`config.mk`:
```
export PLATFORM = sky130hd
export DESIGN_NAME = ipv4_header_receive_check_top
export DESIGN_NICKNAME = d
export VERILOG_FILES = /design/src/ihrc_pkg.sv /design/src/ihrc_front.sv /design/src/ihrc_queue.sv /design/src/ihrc_back.sv /design/src/ipv4_header_receive_check_top.sv
export VERILOG_INCLUDE_DIRS = /design/src /design/src/src
export SDC_FILE = /design/constraint.sdc
export NUM_CORES = 1
export LEC_CHECK = 0
export BUFFER_PORTS_ARGS = -buffer_cell sky130_fd_sc_hd__buf_2
export CAP_MARGIN = 20
export CORE_UTILIZATION = 55
export CTS_CLUSTER_SIZE = 12
export DETAILED_ROUTE_END_ITERATION = 8
export PLACE_DENSITY_LB_ADDON = 0.3
export SYNTH_ARGS = -nofsm -noshare
export SYNTH_HDL_FRONTEND = slang
export SYNTH_HIERARCHICAL = 1
export SYNTH_SLANG_ARGS = --single-unit
```
`constraint.sdc`:
```
create_clock -name clk -period 13.1 [get_ports clk]
set_input_delay 2.62 -clock clk [delete_from_list [all_inputs] [get_ports clk]]
set_output_delay 2.62 -clock clk [all_outputs]
set_load 0.01 [all_outputs]
```
`src/ipv4_header_receive_check_top_macros.svh`:
```
// assertion macros for the ipv4 header receive check block
// used by the top level only; define NO_ASSERTIONS to drop the checks
`ifndef IPV4_HEADER_RECEIVE_CHECK_TOP_MACROS_SVH
`define IPV4_HEADER_RECEIVE_CHECK_TOP_MACROS_SVH

`ifndef NO_ASSERTIONS

// antecedent implies consequent in the same cycle
`define IHRC_ASSERT_IMP(label, clk, rst, ante, cons) \
  label: assert property (@(posedge clk) disable iff (rst) (ante) |-> (cons)) \
    else $error("ihrc assertion failed");

// antecedent implies consequent in the next cycle
`define IHRC_ASSERT_NEXT(label, clk, rst, ante, cons) \
  label: assert property (@(posedge clk) disable iff (rst) (ante) |=> (cons)) \
    else $error("ihrc assertion failed");

`else

`define IHRC_ASSERT_IMP(label, clk, rst, ante, cons)
`define IHRC_ASSERT_NEXT(label, clk, rst, ante, cons)

`endif

`endif

```
`src/ihrc_pkg.sv`:
```
// shared types, constants and helpers for the ipv4 header receive check
// used by every module of the block; depends on nothing
`default_nettype none

package ihrc_pkg;

  // header layout and checked values
  localparam logic [15:0] HDR_BYTES        = 16'd20;
  localparam logic [3:0]  EXPECTED_VERSION = 4'd4;
  localparam logic [3:0]  IHL_WORDS        = 4'd5;
  localparam logic [7:0]  PROTO_ICMP       = 8'd1;
  localparam logic [7:0]  VERSION_MASK     = 8'hf0;
  localparam logic [7:0]  IHL_MASK         = 8'h0f;
  localparam logic [15:0] COUNT_MAX        = 16'hFFFF;
  localparam logic [15:0] SUM_GOOD         = 16'hFFFF;

  // header byte positions
  localparam logic [4:0] POS_VERSION_IHL = 5'd0;
  localparam logic [4:0] POS_LENGTH_HI   = 5'd2;
  localparam logic [4:0] POS_LENGTH_LO   = 5'd3;
  localparam logic [4:0] POS_PROTOCOL    = 5'd9;
  localparam logic [4:0] POS_CKSUM_HI    = 5'd10;
  localparam logic [4:0] POS_CKSUM_LO    = 5'd11;
  localparam logic [4:0] POS_SRC_FIRST   = 5'd12;
  localparam logic [4:0] POS_SRC_LAST    = 5'd15;
  localparam logic [4:0] POS_DST_FIRST   = 5'd16;
  localparam logic [4:0] POS_DST_LAST    = 5'd19;

  // configuration register indexes and reset values
  localparam logic CFG_BUFFER_CAPACITY = 1'b0;
  localparam logic CFG_MAX_LENGTH      = 1'b1;
  localparam logic [15:0] BUFFER_CAPACITY_RESET = 16'd2048;
  localparam logic [15:0] MAX_LENGTH_RESET      = 16'd1500;

  // queue between front and back
  localparam int unsigned QUEUE_DEPTH = 2;
  localparam int unsigned QUEUE_PTR_W = $clog2(QUEUE_DEPTH);
  localparam int unsigned QUEUE_CNT_W = $clog2(QUEUE_DEPTH + 1);

  // result status codes, in check priority order
  typedef enum logic [2:0] {
    STATUS_OK       = 3'd0,
    STATUS_BUFFER   = 3'd1,
    STATUS_SHORT    = 3'd2,
    STATUS_TOO_LONG = 3'd3,
    STATUS_VERSION  = 3'd4,
    STATUS_IHL      = 3'd5,
    STATUS_LENGTH   = 3'd6,
    STATUS_CHECKSUM = 3'd7
  } status_t;

  // everything captured from one packet, handed from front to back
  typedef struct packed {
    logic [15:0] byte_count;
    logic [15:0] sum;
    logic [15:0] rx_checksum;
    logic [7:0]  version_ihl;
    logic [15:0] total_length;
    logic [7:0]  protocol;
    logic [31:0] source_ip;
    logic [31:0] dest_ip;
  } pkt_rec_t;

  // ones' complement add with end-around carry
  function automatic logic [15:0] oc_add(input logic [15:0] a, input logic [15:0] b);
    logic [16:0] s;
    s = {1'b0, a} + {1'b0, b};
    return s[15:0] + {15'd0, s[16]};
  endfunction

endpackage

`default_nettype wire

```
`src/ihrc_front.sv`:
```
// front end: takes packet bytes, counts them, sums and captures the header
// depends on ihrc_pkg
`default_nettype none

module ihrc_front (
  input  wire logic              clk,
  input  wire logic              rst,
  input  wire logic              accept,
  input  wire logic [7:0]        data_byte,
  input  wire logic              last_byte,
  output logic                   push,
  output ihrc_pkg::pkt_rec_t     rec
);

  logic [15:0] byte_count, byte_count_next;
  logic [15:0] sum, sum_next;
  logic [7:0]  high_hold, high_hold_next;
  logic [7:0]  version_ihl, version_ihl_next;
  logic [15:0] total_length, total_length_next;
  logic [7:0]  protocol, protocol_next;
  logic [15:0] rx_checksum, rx_checksum_next;
  logic [31:0] source_ip, source_ip_next;
  logic [31:0] dest_ip, dest_ip_next;
  logic [4:0]  pos;

  assign pos = byte_count[4:0];

  // per-byte capture and running sum
  always_comb begin
    byte_count_next   = byte_count;
    sum_next          = sum;
    high_hold_next    = high_hold;
    version_ihl_next  = version_ihl;
    total_length_next = total_length;
    protocol_next     = protocol;
    rx_checksum_next  = rx_checksum;
    source_ip_next    = source_ip;
    dest_ip_next      = dest_ip;
    if (accept) begin
      if (byte_count < ihrc_pkg::HDR_BYTES) begin
        case (pos) inside
          ihrc_pkg::POS_VERSION_IHL: version_ihl_next = data_byte;
          ihrc_pkg::POS_LENGTH_HI:   total_length_next = {data_byte, 8'd0};
          ihrc_pkg::POS_LENGTH_LO:   total_length_next = {total_length[15:8], data_byte};
          ihrc_pkg::POS_PROTOCOL:    protocol_next = data_byte;
          ihrc_pkg::POS_CKSUM_HI:    rx_checksum_next = {data_byte, 8'd0};
          ihrc_pkg::POS_CKSUM_LO:    rx_checksum_next = {rx_checksum[15:8], data_byte};
          [ihrc_pkg::POS_SRC_FIRST:ihrc_pkg::POS_SRC_LAST]:
            source_ip_next = {source_ip[23:0], data_byte};
          [ihrc_pkg::POS_DST_FIRST:ihrc_pkg::POS_DST_LAST]:
            dest_ip_next = {dest_ip[23:0], data_byte};
          default: ;
        endcase
        // even bytes wait for their partner, odd bytes close a word (the checksum word is not summed)
        if (!pos[0]) begin
          high_hold_next = data_byte;
        end else if (pos != ihrc_pkg::POS_CKSUM_LO) begin
          sum_next = ihrc_pkg::oc_add(sum, {high_hold, data_byte});
        end
      end
      // saturating byte counter
      if (byte_count != ihrc_pkg::COUNT_MAX) begin
        byte_count_next = byte_count + 16'd1;
      end
    end
  end

  // packet record goes out on the last byte
  assign push = accept && last_byte;
  always_comb begin
    rec.byte_count   = byte_count_next;
    rec.sum          = sum_next;
    rec.rx_checksum  = rx_checksum_next;
    rec.version_ihl  = version_ihl_next;
    rec.total_length = total_length_next;
    rec.protocol     = protocol_next;
    rec.source_ip    = source_ip_next;
    rec.dest_ip      = dest_ip_next;
  end

  // per-packet state, cleared after each record
  always_ff @(posedge clk) begin
    if (rst || push) begin
      byte_count   <= '0;
      sum          <= '0;
      high_hold    <= '0;
      version_ihl  <= '0;
      total_length <= '0;
      protocol     <= '0;
      rx_checksum  <= '0;
      source_ip    <= '0;
      dest_ip      <= '0;
    end else begin
      byte_count   <= byte_count_next;
      sum          <= sum_next;
      high_hold    <= high_hold_next;
      version_ihl  <= version_ihl_next;
      total_length <= total_length_next;
      protocol     <= protocol_next;
      rx_checksum  <= rx_checksum_next;
      source_ip    <= source_ip_next;
      dest_ip      <= dest_ip_next;
    end
  end

endmodule

`default_nettype wire

```
`src/ihrc_queue.sv`:
```
// short record queue between front and back, push and pop may happen in the same cycle
// depends on ihrc_pkg
`default_nettype none

module ihrc_queue (
  input  wire logic              clk,
  input  wire logic              rst,
  input  wire logic              push,
  input  wire ihrc_pkg::pkt_rec_t push_rec,
  output logic                   full,
  output logic                   not_empty,
  input  wire logic              pop,
  output ihrc_pkg::pkt_rec_t     head
);

  ihrc_pkg::pkt_rec_t entries [ihrc_pkg::QUEUE_DEPTH];
  logic [ihrc_pkg::QUEUE_PTR_W-1:0] wr_ptr;
  logic [ihrc_pkg::QUEUE_PTR_W-1:0] rd_ptr;
  logic [ihrc_pkg::QUEUE_CNT_W-1:0] count;

  assign full      = (count == ihrc_pkg::QUEUE_CNT_W'(ihrc_pkg::QUEUE_DEPTH));
  assign not_empty = (count != '0);
  assign head      = entries[rd_ptr];

  // record storage
  always_ff @(posedge clk) begin
    if (push) begin
      entries[wr_ptr] <= push_rec;
    end
  end

  // pointers and fill count
  always_ff @(posedge clk) begin
    if (rst) begin
      wr_ptr <= '0;
      rd_ptr <= '0;
      count  <= '0;
    end else begin
      if (push) begin
        wr_ptr <= (wr_ptr == ihrc_pkg::QUEUE_PTR_W'(ihrc_pkg::QUEUE_DEPTH - 1)) ?
                  '0 : wr_ptr + 1'b1;
      end
      if (pop) begin
        rd_ptr <= (rd_ptr == ihrc_pkg::QUEUE_PTR_W'(ihrc_pkg::QUEUE_DEPTH - 1)) ?
                  '0 : rd_ptr + 1'b1;
      end
      if (push && !pop) begin
        count <= count + 1'b1;
      end else if (pop && !push) begin
        count <= count - 1'b1;
      end
    end
  end

endmodule

`default_nettype wire

```
`src/ihrc_back.sv`:
```
// back end: configuration registers, header checks and the result register
// depends on ihrc_pkg
`default_nettype none

module ihrc_back (
  input  wire logic              clk,
  input  wire logic              rst,
  input  wire logic              cfg_write,
  input  wire logic              cfg_index,
  input  wire logic [15:0]       cfg_data,
  input  wire logic              rec_valid,
  input  wire ihrc_pkg::pkt_rec_t rec,
  output logic                   pop,
  output logic                   out_valid,
  input  wire logic              out_stall,
  output logic [2:0]             status,
  output logic [7:0]             protocol_number,
  output logic [31:0]            reply_source,
  output logic [31:0]            reply_destination,
  output logic [15:0]            reply_checksum,
  output logic                   echo_reply
);

  logic [15:0] buffer_capacity;
  logic [15:0] max_packet_length;
  logic [15:0] full_sum;
  logic [7:0]  proto;
  logic        load;
  ihrc_pkg::status_t check;

  // configuration registers
  always_ff @(posedge clk) begin
    if (rst) begin
      buffer_capacity   <= ihrc_pkg::BUFFER_CAPACITY_RESET;
      max_packet_length <= ihrc_pkg::MAX_LENGTH_RESET;
    end else if (cfg_write) begin
      if (cfg_index == ihrc_pkg::CFG_BUFFER_CAPACITY) begin
        buffer_capacity <= cfg_data;
      end else if (cfg_index == ihrc_pkg::CFG_MAX_LENGTH) begin
        max_packet_length <= cfg_data;
      end
    end
  end

  // checks in priority order
  assign full_sum = ihrc_pkg::oc_add(rec.sum, rec.rx_checksum);
  always_comb begin
    if (rec.byte_count > buffer_capacity) begin
      check = ihrc_pkg::STATUS_BUFFER;
    end else if (rec.byte_count < ihrc_pkg::HDR_BYTES) begin
      check = ihrc_pkg::STATUS_SHORT;
    end else if (rec.byte_count > max_packet_length) begin
      check = ihrc_pkg::STATUS_TOO_LONG;
    end else if (((rec.version_ihl & ihrc_pkg::VERSION_MASK) >> 4) !=
                 {4'd0, ihrc_pkg::EXPECTED_VERSION}) begin
      check = ihrc_pkg::STATUS_VERSION;
    end else if ((rec.version_ihl & ihrc_pkg::IHL_MASK) != {4'd0, ihrc_pkg::IHL_WORDS}) begin
      check = ihrc_pkg::STATUS_IHL;
    end else if (rec.total_length != rec.byte_count) begin
      check = ihrc_pkg::STATUS_LENGTH;
    end else if (full_sum != ihrc_pkg::SUM_GOOD) begin
      check = ihrc_pkg::STATUS_CHECKSUM;
    end else begin
      check = ihrc_pkg::STATUS_OK;
    end
  end

  // protocol only counts once the header is complete
  assign proto = (rec.byte_count >= ihrc_pkg::HDR_BYTES) ? rec.protocol : 8'd0;

  // output register takes a new request whenever it is empty or drains
  assign load = rec_valid && (!out_valid || !out_stall);
  assign pop  = load;

  always_ff @(posedge clk) begin
    if (rst) begin
      out_valid <= 1'b0;
    end else if (load) begin
      out_valid <= 1'b1;
    end else if (!out_stall) begin
      out_valid <= 1'b0;
    end
  end

  // result payload
  always_ff @(posedge clk) begin
    if (load) begin
      status            <= check;
      protocol_number   <= proto;
      reply_source      <= rec.dest_ip;
      reply_destination <= rec.source_ip;
      reply_checksum    <= ~rec.sum;
      echo_reply        <= (check == ihrc_pkg::STATUS_OK) && (proto == ihrc_pkg::PROTO_ICMP);
    end
  end

endmodule

`default_nettype wire

```
`src/ipv4_header_receive_check_top.sv`:
```
// Top level of the ipv4 header receive check: packet bytes come in on the
// input channel (in_valid/in_stall, data_byte, last_byte), one request per
// byte. On the byte marked last_byte one result request goes out on the
// output channel (out_valid/out_stall) with status, protocol, swapped
// addresses, reply checksum and the echo-reply flag.
// Throughput is one byte per cycle while in_stall is low; a packet's record passes
// through the record queue, then the back check register, and waits on out_stall.
// A two-entry record queue sits between the byte front end and the check
// stage, so bytes keep flowing while a result waits; in_stall rises only
// when that queue is full, which needs a stalled receiver and short packets.
// Reset (rst, synchronous) clears the per-packet state and the queue and
// restores buffer_capacity 2048 and max_packet_length 1500.
// cfg_write with cfg_index 0 or 1 sets buffer_capacity or max_packet_length.
// depends on ihrc_pkg, ihrc_front, ihrc_queue, ihrc_back and the macro header
`default_nettype none

`include "ipv4_header_receive_check_top_macros.svh"

module ipv4_header_receive_check_top (
  input  wire logic        clk,
  input  wire logic        rst,
  input  wire logic        cfg_write,
  input  wire logic        cfg_index,
  input  wire logic [15:0] cfg_data,
  input  wire logic        in_valid,
  output logic             in_stall,
  input  wire logic [7:0]  data_byte,
  input  wire logic        last_byte,
  output logic             out_valid,
  input  wire logic        out_stall,
  output logic [2:0]       status,
  output logic [7:0]       protocol_number,
  output logic [31:0]      reply_source,
  output logic [31:0]      reply_destination,
  output logic [15:0]      reply_checksum,
  output logic             echo_reply
);

  logic               accept;
  logic               push;
  logic               q_full;
  logic               q_valid;
  logic               pop;
  ihrc_pkg::pkt_rec_t push_rec;
  ihrc_pkg::pkt_rec_t head;

  assign in_stall = q_full;
  assign accept   = in_valid && !in_stall;

  // byte front end
  ihrc_front u_front (
    .clk       (clk),
    .rst       (rst),
    .accept    (accept),
    .data_byte (data_byte),
    .last_byte (last_byte),
    .push      (push),
    .rec       (push_rec)
  );

  // record queue
  ihrc_queue u_queue (
    .clk       (clk),
    .rst       (rst),
    .push      (push),
    .push_rec  (push_rec),
    .full      (q_full),
    .not_empty (q_valid),
    .pop       (pop),
    .head      (head)
  );

  // checks and result register
  ihrc_back u_back (
    .clk               (clk),
    .rst               (rst),
    .cfg_write         (cfg_write),
    .cfg_index         (cfg_index),
    .cfg_data          (cfg_data),
    .rec_valid         (q_valid),
    .rec               (head),
    .pop               (pop),
    .out_valid         (out_valid),
    .out_stall         (out_stall),
    .status            (status),
    .protocol_number   (protocol_number),
    .reply_source      (reply_source),
    .reply_destination (reply_destination),
    .reply_checksum    (reply_checksum),
    .echo_reply        (echo_reply)
  );

  // checks
  `IHRC_ASSERT_IMP(a_no_push_when_full, clk, rst, push, !q_full)
  `IHRC_ASSERT_IMP(a_echo_only_when_ok, clk, rst, out_valid && echo_reply,
                   status == ihrc_pkg::STATUS_OK && protocol_number == ihrc_pkg::PROTO_ICMP)
  `IHRC_ASSERT_IMP(a_short_has_no_protocol, clk, rst,
                   out_valid && status == ihrc_pkg::STATUS_SHORT, protocol_number == 8'd0)
  `IHRC_ASSERT_NEXT(a_pop_fills_output, clk, rst, pop, out_valid)

endmodule

`default_nettype wire
```
==> results.json <==
{
  "die_height_um": 214,
  "synthTopCellsByCount": "edfxtp_1, dfxtp_1, mux2_2",
  "critPathKind": "in -> reg",
  "fillers": 3361,
  "critical_path_arrival_ns": 6.04,
  "timing.max_cap.violations": 0,
  "reg2reg_setup_slack_ns": 7.48,
  "synth-compound-area-share_pct": 6.12,
  "first_pass_iters": 5,
  "fp.dieArea_sq_mm": 0.0458,
  "yosys.cell_types.count": 93,
  "required_ns": 13.42,
  "ir_drop_worst_vdd_uv": 120,
  "synth_area_sq_mm": 0.0247,
  "routed_wire_length_per_instance_um": 19.6,
  "port_buffers": 124,
  "clock_path_buffers": 3,
  "timing.final.max_slew_violations": 0,
  "ys_warn_count": 6,
  "post_cts.repair.setup_buffers": 0,
  "cts-buffers-inserted": 58,
  "timing.final.ws_setup_ns": 7.39,
  "period_minus_slack_ns": 5.71,
  "final_min_period_over_clock_period_pct": 43.6,
  "layout-drive-gt1-share_pct": 24.6,
  "post_cts_resize_count": 0,
  "die-width_um": 214,
  "pre_cts_setup_slack_ns": 6.80,
  "post_synth_and_or_nand_nor_area_fraction_pct": 11.0,
  "num_rows": 77,
  "result_of_the_run": "complete, no violations",
  "synth_area_per_cell_sq_um": 13.6,
  "drt_drc_violations_left": 0,
  "finalWeightedCongestion": 0.860,
  "clock_tree.htree_level_count": 2,
  "rsz_0062_raised_after_global_routing": "no",
  "cts_tree": "built",
  "ys_seq_elements": 570,
  "largest_net_degree_at_the_start_of_global_routing": 84,
  "first_global_vias": 14353,
  "setup_violations": 0,
  "worst_setup_path_start_kind": "input pin",
  "synthMostInstantiatedCell": "edfxtp_1",
  "synthesis.instances": 1818,
  "min-delay-start": "u_back/buffer_capacity[6]",
  "rr_endpoint": "u_back/status[2]",
  "adder_and_majority_cell_fraction_of_the_synthesized_area_pct": 3.91,
  "clockRootBuffer": "clkbuf_16",
  "powerDensity_mw_per_mm2": 190,
  "synth_top_family_by_area": "multiplexers",
  "vias_per_cell": 5.56,
  "synth.top_cells.by_area": "edfxtp_1, dfxtp_1, mux2_2, and2_1, ha_1",
  "crit_chain": "buf_2, ha_1, fa_1, a21o_1, a22oi_1, a21oi_1, o41ai_2, o21bai_1, a21o_1, ha_1, and3_1, nand2_1, nor4_4, and4_4, xnor2_1, a21oi_1",
  "synth_largest_type_area_fraction_pct": 46.2,
  "num_io_pins": 125,
  "core_sq_mm": 0.0442,
  "cpLargestDelayFamily": "compound AO/OA/AOI/OAI gates",
  "achievable-frequency_ghz": 0.175,
  "cp-end-kind": "register",
  "timing.hold.worst_path_depth": 2,
  "route.vias.total": 14348,
  "post_cts_hold_buffer_count": 0,
  "grt_antenna_before_repair": 1,
  "hold_path.class": "reg -> reg",
  "final.setup.tns_ns": 0,
  "antenna_cells_inserted": 0,
  "multi_input_comb_area_sq_mm": 0.00892,
  "hpwl_mm": 33.0,
  "p_leak_nw": 10.7,
  "synth-async-reset-ratio_pct": 0,
  "synth_top_area_cell": "edfxtp_1",
  "clk_transition_reported_paths_ns": 0.06,
  "crit_buf_inv": 1,
  "design.final.nets": 2048,
  "worst_margin_slew_ns": 1.15,
  "worst_slew_margin_rel_pct": 23.2,
  "initialDrtViolationCount": 906,
  "yosys-mux-area-fraction_pct": 12.6,
  "clk_latency_ns": 0.60,
  "synth_seq_area_share_pct": 61.6,
  "synth_enable_flop_cells": 380,
  "area_growth_syn_to_layout_pct": 12.0,
  "max_stage_delay_ns": 0.44,
  "synth_nets": 1925,
  "initial_utilization_pct": 55.9,
  "crit_slowest_cell": "fa_1",
  "track_usage_pct": 22.2,
  "cp_max_fo": 10,
  "endpoint_of_the_worst_hold_path": "u_back/buffer_capacity[6]",
  "r2r_cells": 22,
  "totalWireLength_mm": 50.6,
  "synthXorXnorAreaFrac_pct": 2.34,
  "final_report_hold_violation_count": 0,
  "grt_pass1_wl_mm": 80.0,
  "final_antenna_net_count": 0,
  "cts.sink_count": 570,
  "register_area_sq_mm": 0.0152,
  "gr-total-overflow": 0,
  "clock-skew-final_ns": 0.0114,
  "most_used_flip_flop_cell_after_synthesis": "edfxtp_1"
}
-- metrics by stage --
stage / power (mW) / utilization (%) / area, sq um / cells / hold WS [ns]
global route: 5.51 / 62.6 / 27700 / 2579 / 0.470
detailed placement: 3.72 / 58.4 / 25800 / 2473 / 0.452
global placement: 3.69 / 58.4 / 25800 / 2473 / 0.446
CTS: 5.31 / 62.6 / 27700 / 2579 / 0.462
floorplan: 3.37 / - / 24700 / 1818 / 0.436
finish: 5.26 / 62.6 / 27700 / 2579 / 0.458
-- placed cells by master (no fill, tap or decap), types with 25 or more instances in the layout --
| cell type | count |
|---|---|
| mux2_4 | 61 |
| nand2_1 | 123 |
| a21oi_1 | 70 |
| xnor2_1 | 47 |
| buf_2 | 124 |
| dfxtp_1 | 189 |
| nor2_1 | 75 |
| o21ai_0 | 27 |
| mux2_2 | 169 |
| and2_1 | 149 |
| ha_1 | 74 |
| nand3_1 | 25 |
| edfxtp_1 | 380 |
| clkbuf_1 | 28 |
| inv_1 | 66 |
| clkbuf_16 | 60 |
-- worst max path at each step --
stage	startpoint	slack, ns	cells after the start	to
floorplan	out_stall	2.31	5	u_queue/count[1]
CTS	data_byte[0]	7.43	16	u_queue/entries[0][125]
global route	register	7.04	22	u_back/echo_reply
finish	data_byte[0]	7.39	16	u_queue/entries[0][125]
global placement	data_byte[0]	6.89	16	u_queue/entries[0][125]
detailed placement	data_byte[0]	6.80	16	u_queue/entries[0][125]
-- area by class of cell --
type                    instances  area share, %
flip-flops and latches        570           55.0
inverters                      66          0.895
well taps                     592           2.68
clock inverters                11          0.479
clock buffers                  95           6.15
repair buffers                137           2.59
multi-input cells            1108           32.2
-- kinds of logic (layout without fill, tap and decap cells) --
family | count (synthesis) | count (layout)
AND/OR/NAND/NOR | 496 | 496
XOR/XNOR | 66 | 66
flip-flops | 570 | 570
buffers and inverters | 140 | 309
multiplexers | 257 | 257
adder cells (fa/ha/maj) | 76 | 76
AO/OA/AOI/OAI | 213 | 213
-- power by group --
part	internal, mW	leakage (nW)	switching (mW)
Combinational	0.576	4.66	0.803
Sequential	2.20	5.17	0.102
Clock	0.925	0.887	0.660
-- worst min-delay path: stages, from the launching register on --
cell     delay (ns)
dfxtp_1        0.31
nand2_1        0.05
a21oi_1        0.05
-- per-layer routing --
layer  global-route usage, %  wire length (um)  part of all wire (%)  vias up
li1                        -                 -                     -     6875
met1                    29.9             22700                    45     7044
met2                    37.0             24400                    48      348
met3                    3.18              2320                   4.6       81
met4                    6.91              1220                   2.4        0
met5                       0                 0                     0        -
-- sequential cells by signal, indices dropped and copies added, names as in the netlist, 2 cells and up, named ones only --
signal	flops
u_back/buffer_capacity	16
u_back/max_packet_length	16
u_back/protocol_number	8
u_back/reply_checksum	16
u_back/reply_destination	32
u_back/reply_source	32
u_back/status	3
u_front/byte_count	16
u_front/dest_ip	32
u_front/high_hold	8
u_front/protocol	8
u_front/rx_checksum	16
u_front/source_ip	32
u_front/sum	16
u_front/total_length	16
u_front/version_ihl	8
u_queue/count	2
u_queue/entries	288
No activity file was read; power rests on OpenSTA's default activity.
